==> config.mk <==
export PLATFORM = sky130hd
export DESIGN_NAME = tadc_ctrl
export DESIGN_NICKNAME = d
export VERILOG_FILES = /design/src/sv/tadc_pkg.sv /design/src/sv/tadc_ctrl.sv
export SDC_FILE = /design/constraint.sdc
export NUM_CORES = 1
export LEC_CHECK = 0
export BUFFER_PORTS_ARGS = -buffer_cell sky130_fd_sc_hd__buf_2
export CAP_MARGIN = 5
export CORE_MARGIN = 2
export CORE_UTILIZATION = 55
export DETAILED_ROUTE_END_ITERATION = 16
export PLACE_DENSITY = 0.82
export SLEW_MARGIN = 15
export SYNTH_ARGS = -nofsm -noshare
export SYNTH_HDL_FRONTEND = slang
export SYNTH_SLANG_ARGS = --single-unit
==> constraint.sdc <==
create_clock -name clock -period 3.5 [get_ports clock]
set_input_delay 0.525 -clock clock [delete_from_list [all_inputs] [get_ports clock]]
set_output_delay 0.525 -clock clock [all_outputs]
set_load 0.005 [all_outputs]
==> src/sv/tadc_pkg.sv <==
// Package for the thermistor ADC to temperature converter.
// Holds field widths, channel and function codes, and the command and status
// structs passed between the controller and the datapath. No dependencies.
package tadc_pkg;

   localparam int ADC_W      = 12;
   localparam int VAL_W      = 16;
   localparam int IDX_W      = 7;
   localparam int CHAN_W     = 8;
   localparam int ENT_W      = 8;
   localparam int CSR_DATA_W = 32;
   localparam int CSR_ADDR_W = 3;

   // Interpolation arithmetic widths.
   localparam int DV_W   = VAL_W + 1;
   localparam int DX_W   = ADC_W + 1;
   localparam int PROD_W = DV_W + DX_W;
   localparam int MAG_W  = PROD_W - 1;
   localparam int DMAG_W = ADC_W;
   localparam int CNT_W  = $clog2(MAG_W);
   localparam int SUM_W  = PROD_W + 1;

   localparam logic              FUNC_WRITE   = 1'b0;
   localparam logic              FUNC_CONVERT = 1'b1;
   localparam logic [CHAN_W-1:0] CHAN_A       = 8'd1;
   localparam logic [CHAN_W-1:0] CHAN_B       = 8'd2;

   // Register index as seen in paddr[2].
   localparam logic REG_ENTRIES = 1'b0;

   typedef struct packed {
      logic accept;
      logic rd_first;
      logic rd_last;
      logic chk;
      logic srch_rd;
      logic srch_cmp;
      logic nbr_rd;
      logic mul;
      logic div_start;
      logic fin;
      logic out_load;
   } tadc_cmd_type;

   typedef struct packed {
      logic is_conv;
      logic chan_ok;
      logic outside;
      logic lo_le_hi;
      logic hit;
      logic div_done;
      logic out_free;
   } tadc_status_type;

endpackage

==> src/sv/tadc_ctrl.sv <==
// Controller of the thermistor converter: sequences table reads, the binary
// search, the divide and the output transfer. Depends on tadc_pkg.
module tadc_ctrl import tadc_pkg::*; (
   input  logic            clock,
   input  logic            reset,
   input  logic            req_valid,
   output logic            req_ready,
   input  tadc_status_type st,
   output tadc_cmd_type    cmd
);

   typedef enum logic [11:0] {
      S_IDLE  = 12'b0000_0000_0001,
      S_RD0   = 12'b0000_0000_0010,
      S_RDHI  = 12'b0000_0000_0100,
      S_CHK   = 12'b0000_0000_1000,
      S_SRD   = 12'b0000_0001_0000,
      S_SCMP  = 12'b0000_0010_0000,
      S_NRD   = 12'b0000_0100_0000,
      S_MUL   = 12'b0000_1000_0000,
      S_DIV   = 12'b0001_0000_0000,
      S_DWAIT = 12'b0010_0000_0000,
      S_FIN   = 12'b0100_0000_0000,
      S_DONE  = 12'b1000_0000_0000
   } tadc_state_type;

   tadc_state_type state_ff, state_in;

   always_comb begin
      state_in  = state_ff;
      cmd       = '0;
      req_ready = 1'b0;
      unique case (state_ff)
         S_IDLE: begin
            req_ready = 1'b1;
            if (req_valid) begin
               cmd.accept = 1'b1;
               if (st.is_conv) begin
                  state_in = st.chan_ok ? S_RD0 : S_DONE;
               end
            end
         end
         S_RD0: begin
            cmd.rd_first = 1'b1;
            state_in     = S_RDHI;
         end
         S_RDHI: begin
            cmd.rd_last = 1'b1;
            state_in    = S_CHK;
         end
         S_CHK: begin
            cmd.chk  = 1'b1;
            state_in = st.outside ? S_DONE : S_SRD;
         end
         S_SRD: begin
            if (st.lo_le_hi) begin
               cmd.srch_rd = 1'b1;
               state_in    = S_SCMP;
            end else begin
               state_in = S_NRD;
            end
         end
         S_SCMP: begin
            cmd.srch_cmp = 1'b1;
            state_in     = st.hit ? S_NRD : S_SRD;
         end
         S_NRD: begin
            cmd.nbr_rd = 1'b1;
            state_in   = S_MUL;
         end
         S_MUL: begin
            cmd.mul  = 1'b1;
            state_in = S_DIV;
         end
         S_DIV: begin
            cmd.div_start = 1'b1;
            state_in      = S_DWAIT;
         end
         S_DWAIT: begin
            if (st.div_done) begin
               state_in = S_FIN;
            end
         end
         S_FIN: begin
            cmd.fin  = 1'b1;
            state_in = S_DONE;
         end
         S_DONE: begin
            if (st.out_free) begin
               cmd.out_load = 1'b1;
               state_in     = S_IDLE;
            end
         end
         default: begin
            state_in = S_IDLE;
         end
      endcase
   end

   always_ff @(posedge clock) begin
      if (reset) begin
         state_ff <= S_IDLE;
      end else begin
         state_ff <= state_in;
      end
   end

endmodule

==> results.ini, run 1 <==
[power]
power_density_mw_per_mm2=551
clockPowerShare=0.216
p_leak_nw=0.412
comb_power_share=0.471
ir_drop_mv=0.394
switching_share=0.409
seqPwrFrac=0.313
switchingPower_w=0.000223
internal_power_w=0.000321

[cells_and_area]
final_common_cell=buf_2
design_area_um2=987
fillers=136
syn_to_final_growth_pct=14.7
drive_gt1_frac=0.306
largest_reg_flops=12
top_regs=state_ff: 12 flops
final_cell_mix=buf_2, dfxtp_1, nor3_1, nor2_1, nand2_1
nNetsFinal=132
diodes=0
top_register=state_ff

[setup_path]
cpPeakStageDelay_ns=0.65
path_class=flip-flop to primary output
worstSetupEndpointType=primary output
crit_arrival_ns=2.09
crit_family=simple AND/OR/NAND/NOR gates
path_buf_inv=1
critPathLaunchType=flip-flop
required_ns=2.97
worstPathCellList=or4_4, nor4_4, and3_1, buf_2
slowest_stage=or4_4
critPathMaxFanout=13

[clock_tree]
clk_pin_slew_worst_paths_ns=0.09
clk_path_buf_depth=2
holdBufCountCts=0
cts_buffers=3
post_cts_resized=0
tritoncts=built
clk_latency_ns=0.29
cts-root-buf=clkbuf_4
cts_max_level=1
cts_num_sinks=12
cts_setup_buffers=0

[logic_synthesis]
yosys_warnings=0
synth_edf_count=0
ys_seq_area_frac=0.279
syn-cell-area_um2=861
synth_cell_type_count=39
synth-seq-cells=12
avgSynthCellArea_um2=8.52
synthCells=101
async_reset_ff_frac=0
syn_nets=111
synth_top_flop_cell=dfxtp_1

[timing]
grt_setup_unrepaired=false
finalHoldViolations=0
min_period_ns=2.62
slew_headroom=0.313
fmax_mhz=382
skew_ns=0.00619
worst-slew-pin-transition_ns=1.02
setup_viol_count_final=0
fin_crit_sh=0.748
layout_setup_ws_ns=0.883
drv_slew=0
final.setup.tns_ns=0

[route]
wire_per_inst_um=15.0
routed_wl_mm=2.06
drc=0
num_vias=854
drtPass1Iterations=4
ant_nets=0
vias_per_cell=6.23
drtIter0Drc=17

[placed_design]
placed_cell_area_um2=951
dp_hpwl_mm=1.52
detailedPlace.worstSlack_ns=1.21
gp_congestion=0.841
io_buffers=21

[floorplanning]
die_x_um=43.6
die_y_um=43.6
die-area_mm2=0.00190
core_area_mm2=0.00149
initial_core_util=0.578
io_pins=22
rows=14

[global_route]
grt_use_total=0.244
grt.overflow.total=0
antenna_found_initial=0
grt_pass1_vias=773
grt_max_degree=14
grt_pass1_wl_mm=3.41

[status]
outcome=finished, final reports clean

[flow_run]
max_cap_violations=0

[worst_hold_path]
min_path_type=primary input to flip-flop

[layer usage]
metal  routed length, um  track usage  share of wire
met2                 971        0.368           0.47
met1                 914        0.329           0.44
met5                   0            0              0
met4                  44        0.133          0.021
met3                 124       0.0417          0.060
[worst paths after layout]
kind,start,endpoint,slack (ns),depth (start not counted)
max,state_ff[9],cmd[6],0.88,4
min,reset,state_ff[2],0.43,2
max reg2reg,state_ff[9],state_ff[4],1.31,4
min reg2reg,state_ff[1],state_ff[2],0.56,2
[through the flow]
step	utilization	power, W	instances	hold WS, ns
finish	0.663	0.000544	137	0.435
global route	0.663	0.000577	137	0.435
CTS	0.663	0.000542	137	0.434
detailed placement	0.639	0.000428	133	0.543
global placement	0.639	0.000423	133	0.540
floorplan	-	0.000379	101	0.502
[cell families (layout without fill, tap and decap cells)]
logic type	Yosys count	count (layout)	share of synthesized area
and+or+nand+nor	64	64	0.510
DFF	12	12	0.279
xor gates and xnor gates	3	3	0.0305
buffers and inverters	7	27	0.0494
AOI/OAI and AO/OA	15	15	0.131
[power groups by stage]
stage	Combinational (W)	Sequential, W	Clock [W]
6_report	0.000256	0.000170	0.000118
2_1_floorplan	0.000218	0.000161	0
5_1_grt	0.000283	0.000172	0.000122
3_5_place_dp	0.000255	0.000173	0
3_3_place_gp	0.000251	0.000172	0
4_1_cts	0.000256	0.000170	0.000116
[final cells by class]
cell class | instances | area, um2 | share of cell area
timing repair buffer | 21 | 105 | 0.106
clock buffer | 4 | 36.3 | 0.0368
sequential | 12 | 240 | 0.243
multi-input combinational | 82 | 578 | 0.586
inverter | 2 | 7.51 | 0.00760
tap | 16 | 20.0 | 0.0203
[cells in the mapped netlist (2+ instances only)]
cell type | instances | share of area
clkbuf_1 | 2 | 0.0087
and3_1 | 3 | 0.022
nand3b_1 | 3 | 0.026
dfxtp_1 | 12 | 0.28
nor2_1 | 8 | 0.035
or3b_2 | 2 | 0.020
a211oi_1 | 2 | 0.017
nand3_1 | 2 | 0.012
nand2b_1 | 3 | 0.022
nor3b_1 | 4 | 0.035
nor4b_1 | 2 | 0.020
a21oi_1 | 3 | 0.017
inv_1 | 2 | 0.0087
nor4_4 | 3 | 0.074
buf_6 | 2 | 0.026
nand2_1 | 8 | 0.035
o31ai_1 | 2 | 0.017
nor3_1 | 8 | 0.047
nor4_1 | 5 | 0.036
or2_2 | 2 | 0.015
or3_1 | 3 | 0.022
xor2_1 | 3 | 0.031
(Power assumes the default switching activity.)
==> run 2: changes to the inputs <==
CORE_UTILIZATION = 46   (was 55)
PLACE_DENSITY = 0.74   (was 0.82)
clock period = 2.2 ns   (was 3.5 ns; I/O delays follow)
==> results.ini, run 2 (same netlist as run 1, synthesis figures left out) <==
[cells_and_area]
drive_gt1_frac=0.398  ; +0.0927
nNetsFinal=139  ; +5.3%
largest_reg_flops=12  ; unchanged
top_regs=state_ff: 12 flops
syn_to_final_growth_pct=25.3
final_common_cell=buf_2
fillers=165  ; +21%
diodes=0  ; unchanged
multi_input_area_um2=603  ; +4.3%
regArea_um2=243  ; +1.0%
top_register=state_ff
final_cell_mix=buf_2, dfxtp_1, nor3_1, nor2_1, nand2_1

[worst_hold_path]
min_path_type=primary input to flip-flop

[route]
num_vias=871  ; +2.0%
wire_per_inst_um=14.2  ; -5.3%
drc=0  ; unchanged
ant_nets=0  ; unchanged
vias_per_cell=5.69  ; -8.7%
routed_wl_mm=2.17  ; +5.8%
drtIter0Drc=18  ; +1
drtPass1Iterations=4  ; unchanged

[global_route]
grt_pass1_wl_mm=3.42  ; +0.21%
grt_use_total=0.228  ; -0.0156
grt.overflow.total=0  ; unchanged
grt_max_degree=13  ; -1
grt_pass1_vias=765  ; -1.0%
antenna_found_initial=0  ; unchanged

[clock_tree]
cts_buffers=3  ; unchanged
clk_path_buf_depth=2  ; unchanged
holdBufCountCts=0  ; unchanged
cts_max_level=1  ; unchanged
cts-root-buf=clkbuf_4
clk_pin_slew_worst_paths_ns=0.09  ; about the same
clk_latency_ns=0.29  ; about the same
cts_num_sinks=12  ; unchanged
tritoncts=built

[timing]
skew_ns=0.00748  ; +0.00129 ns
fin_crit_sh=0.959
finalHoldViolations=0  ; unchanged
slew_headroom=0.680  ; +0.367
min_period_ns=2.11
drv_slew=0  ; unchanged
worst-slew-pin-transition_ns=0.475  ; -0.546 ns
fmax_mhz=474
setup_viol_count_final=0  ; unchanged
grt_setup_unrepaired=false
final.setup.tns_ns=0  ; unchanged

[placed_design]
gp_congestion=0.861  ; +2.5%
io_buffers=21  ; unchanged
dp_hpwl_mm=1.59  ; +4.6%

[setup_path]
critPathMaxFanout=7  ; -6
r2r_setup_slack_ns=0.40  ; -0.91 ns
worstSetupEndpointType=primary output
cpPeakStageDelay_ns=0.45  ; -0.20 ns
required_ns=1.87  ; -1.10 ns
critPathLaunchType=flip-flop
path_class=flip-flop to primary output
slowest_stage=or3_4
worstPathCellList=or3_4, or4_4, nor2_1, buf_2
crit_arrival_ns=1.78  ; -0.31 ns

[floorplanning]
initial_core_util=0.493  ; -0.0850
die_y_um=47.3  ; +8.5%
io_pins=22  ; unchanged
die_x_um=47.3  ; +8.5%
core_area_mm2=0.00175  ; +17%
rows=15  ; +1
die-area_mm2=0.00223  ; +18%

[status]
outcome=finished, final reports clean

[power]
ir_drop_mv=0.377  ; -4.2%
power_density_mw_per_mm2=842  ; +53%
p_leak_nw=0.452  ; +9.6%
finalPower_w=0.000908  ; +67%

[flow_run]
max_cap_violations=0  ; unchanged

-- run 2: changes by cell type in the layout (fill, tap and decap cells not counted), sizes merged --
cell	before	now
buf	21	28
-- run 2: cell type report --
cell class | instances | area share
Clock buffer | 4 | 0.0336
Inverter | 2 | 0.00696
Multi-Input combinational cell | 82 | 0.559
Sequential cell | 12 | 0.225
Tap cell | 25 | 0.0290
Timing Repair Buffer | 28 | 0.146
-- run 2: final timing paths --
path	end	from	cells after the start
setup / recovery	cmd[3]	state_ff[2]	4
hold / removal	state_ff[2]	reset	2
setup reg to reg	state_ff[6]	state_ff[9]	4
hold reg to reg	state_ff[2]	state_ff[1]	2
-- run 2: repair_timing --
item,in CTS,in global routing
setup buffers,1,0
endpoints found under the setup margin,5,6
pin swaps,3,1
gates resized for setup,2,5
hold endpoints to repair,0,0
-- run 2: worst max-delay path: cells and delay by family, from the launching register on --
family	cells	cell delay, ns
buf+inv	1	0.12
flops	1	0.36
simple gates	3	1.01
-- run 2: layer usage --
layer / share of wire / up-vias / global-route usage
met5: 0 / - / 0
met4: 0.020 / 0 / 0.0833
met3: 0.044 / 7 / 0.0731
met2: 0.46 / 21 / 0.354
met1: 0.47 / 407 / 0.295
li1: - / 436 / -
-- run 2: power by group --
group / internal [W] / leakage, nW / total (W) / switching (W)
Sequential: 0.000240 / 0.0982 / 0.000272 / 0.0000320
Combinational: 0.000199 / 0.333 / 0.000449 / 0.000250
Clock: 0.000101 / 0.0210 / 0.000187 / 0.0000859
-- run 2: through the flow --
step                hold slack, ns  cell area, um2  instances  setup slack, ns   util
CTS                          0.244            1060        153           0.0202  0.609
floorplan                    0.409             861        101            0.290      -
finish                       0.234            1080        153           0.0892  0.618
global route                 0.240            1080        153         0.000208  0.618
detailed placement           0.541            1010        148            0.197  0.577
global placement             0.537            1010        148            0.224  0.577
==> run 3: changes to the inputs <==
CAP_MARGIN = 40   (was 5)
CORE_ASPECT_RATIO = 1.1   (was default)
CTS_CLUSTER_DIAMETER = 40   (was default)
==> results.ini, run 3 (same netlist as run 1, synthesis figures left out) <==
[status]
outcome=finished, final reports clean

[clock_tree]
cts-root-buf=clkbuf_4
clk_pin_slew_worst_paths_ns=0.07  ; -0.02 ns
tritoncts=built
cts_buffers=3  ; unchanged
cts_num_sinks=12  ; unchanged
clk_latency_ns=0.28  ; about the same
cts_max_level=1  ; unchanged
holdBufCountCts=0  ; unchanged
clk_path_buf_depth=2  ; unchanged

[timing]
fmax_mhz=471  ; -0.52%
setup_viol_count_final=0  ; unchanged
min_period_ns=2.12  ; +0.0110 ns
finalHoldViolations=0  ; unchanged
fin_crit_sh=0.964  ; +0.00500
drv_slew=0  ; unchanged
skew_ns=0.000877  ; -0.00660 ns
grt_setup_unrepaired=true
worst-slew-pin-transition_ns=0.431  ; -0.0447 ns
slew_headroom=0.709  ; +0.0287
whs_ns=0.257  ; +0.0229 ns

[flow_run]
max_cap_violations=0  ; unchanged

[setup_path]
worstSetupEndpointType=primary output
crit_arrival_ns=1.79  ; about the same
required_ns=1.87  ; about the same
slowest_stage=or3_4
worstPathCellList=or3_4, nor4_4, and2_2, buf_2
path_buf_inv=1  ; unchanged
cpPeakStageDelay_ns=0.46  ; about the same
path_class=flip-flop to primary output
critPathMaxFanout=7  ; unchanged
crit_family=simple AND/OR/NAND/NOR gates
critPathLaunchType=flip-flop

[cells_and_area]
stdcell_count=146  ; -4.6%
drive_gt1_frac=0.391  ; -0.00781
nNetsFinal=139  ; unchanged
final_cell_mix=buf_2, dfxtp_1, nor2_1, nand2_1
fillers=172  ; +4.2%
final_common_cell=buf_2
top_regs=state_ff: 12 flops
syn_to_final_growth_pct=24.1
diodes=0  ; unchanged
largest_reg_flops=12  ; unchanged
top_register=state_ff

[route]
wire_per_inst_um=14.1  ; -0.51%
drtPass1Iterations=4  ; unchanged
vias_per_cell=5.87  ; +3.1%
drc=0  ; unchanged
drtIter0Drc=17  ; -1
routed_wl_mm=2.06  ; -5.1%
ant_nets=0  ; unchanged
num_vias=857  ; -1.6%

[global_route]
grt_pass1_wl_mm=3.43  ; +0.41%
grt_max_degree=13  ; unchanged
grt_pass1_vias=764  ; -0.13%
grt_use_total=0.207  ; -0.0211
grt.overflow.total=0  ; unchanged
antenna_found_initial=0  ; unchanged

[power]
power_density_mw_per_mm2=836  ; -0.64%
finalPower_w=0.000894  ; -1.6%
ir_drop_mv=0.415  ; +9.9%
p_leak_nw=0.451  ; -0.26%

[floorplanning]
die_y_um=49.4  ; +4.5%
core_area_mm2=0.00178  ; +2.1%
io_pins=22  ; unchanged
die_x_um=45.2  ; -4.3%
die-area_mm2=0.00223  ; about the same
rows=16  ; +1
initial_core_util=0.483  ; -0.0100

[placed_design]
gp_congestion=0.819  ; -4.9%
dp_hpwl_mm=1.57  ; -1.7%
io_buffers=21  ; unchanged
dp.cells=141  ; -4.7%

[worst_hold_path]
min_path_type=primary input to flip-flop

-- run 3: cell counts in the layout (fill, tap and decap cells not counted) --
No cell type changed its count.
-- run 3: through the flow --
stage	util	area (um2)	setup WS [ns]	setup TNS (ns)
6_report	0.600	1070	0.0782	0
3_3_place_gp	0.560	998	0.251	0
4_1_cts	0.587	1050	0.00628	0
5_1_grt	0.600	1070	-0.0111	-0.0123
3_5_place_dp	0.560	998	0.214	0
2_1_floorplan	-	861	0.290	0
-- run 3: report_power, final --
part | leakage [nW] | switching, W | total, W | internal, W
registers | 0.0975 | 0.0000299 | 0.000272 | 0.000242
clock network | 0.0210 | 0.0000758 | 0.000177 | 0.000101
logic | 0.332 | 0.000253 | 0.000445 | 0.000192
total | 0.451 | 0.000358 | 0.000894 | 0.000535
-- run 3: timing repair --
item / 4_1_cts / 5_1_grt
pin swaps: 2 / 1
gates resized for setup: 2 / 4
setup buffers: 0 / 1
endpoints found under the setup margin: 5 / 7
-- run 3: worst reg2reg max path: stages, from the launching register on --
cell	delay, ns
dfxtp_1	0.36
or3_4	0.46
nor4_4	0.40
a21o_1	0.40
nor3_1	0.12
-- run 3: final timing paths --
check / to / slack, ns / startpoint / depth (start not counted)
max: cmd[10] / 0.08 / state_ff[2] / 4
min: state_ff[2] / 0.26 / reset / 2
max reg2reg: state_ff[6] / 0.34 / state_ff[2] / 4
min reg2reg: state_ff[2] / 0.56 / state_ff[1] / 2
-- run 3: per-layer routing --
layer  GRT usage  vias to the layer above  share of wire
li1            -                      436              -
met4      0.0588                        0          0.011
met5           0                        -              0
met1       0.255                      396           0.43
met2       0.343                       21           0.51
met3      0.0556                        4          0.040
-- run 3: final cells by class --
class,count,area (um2),share of cell area
clock buffers,4,36.3,0.0340
inverters,2,7.51,0.00703
multi-input cells,82,603,0.564
flip-flops and latches,12,241,0.226
well taps,18,22.5,0.0211
repair buffers,28,158,0.148
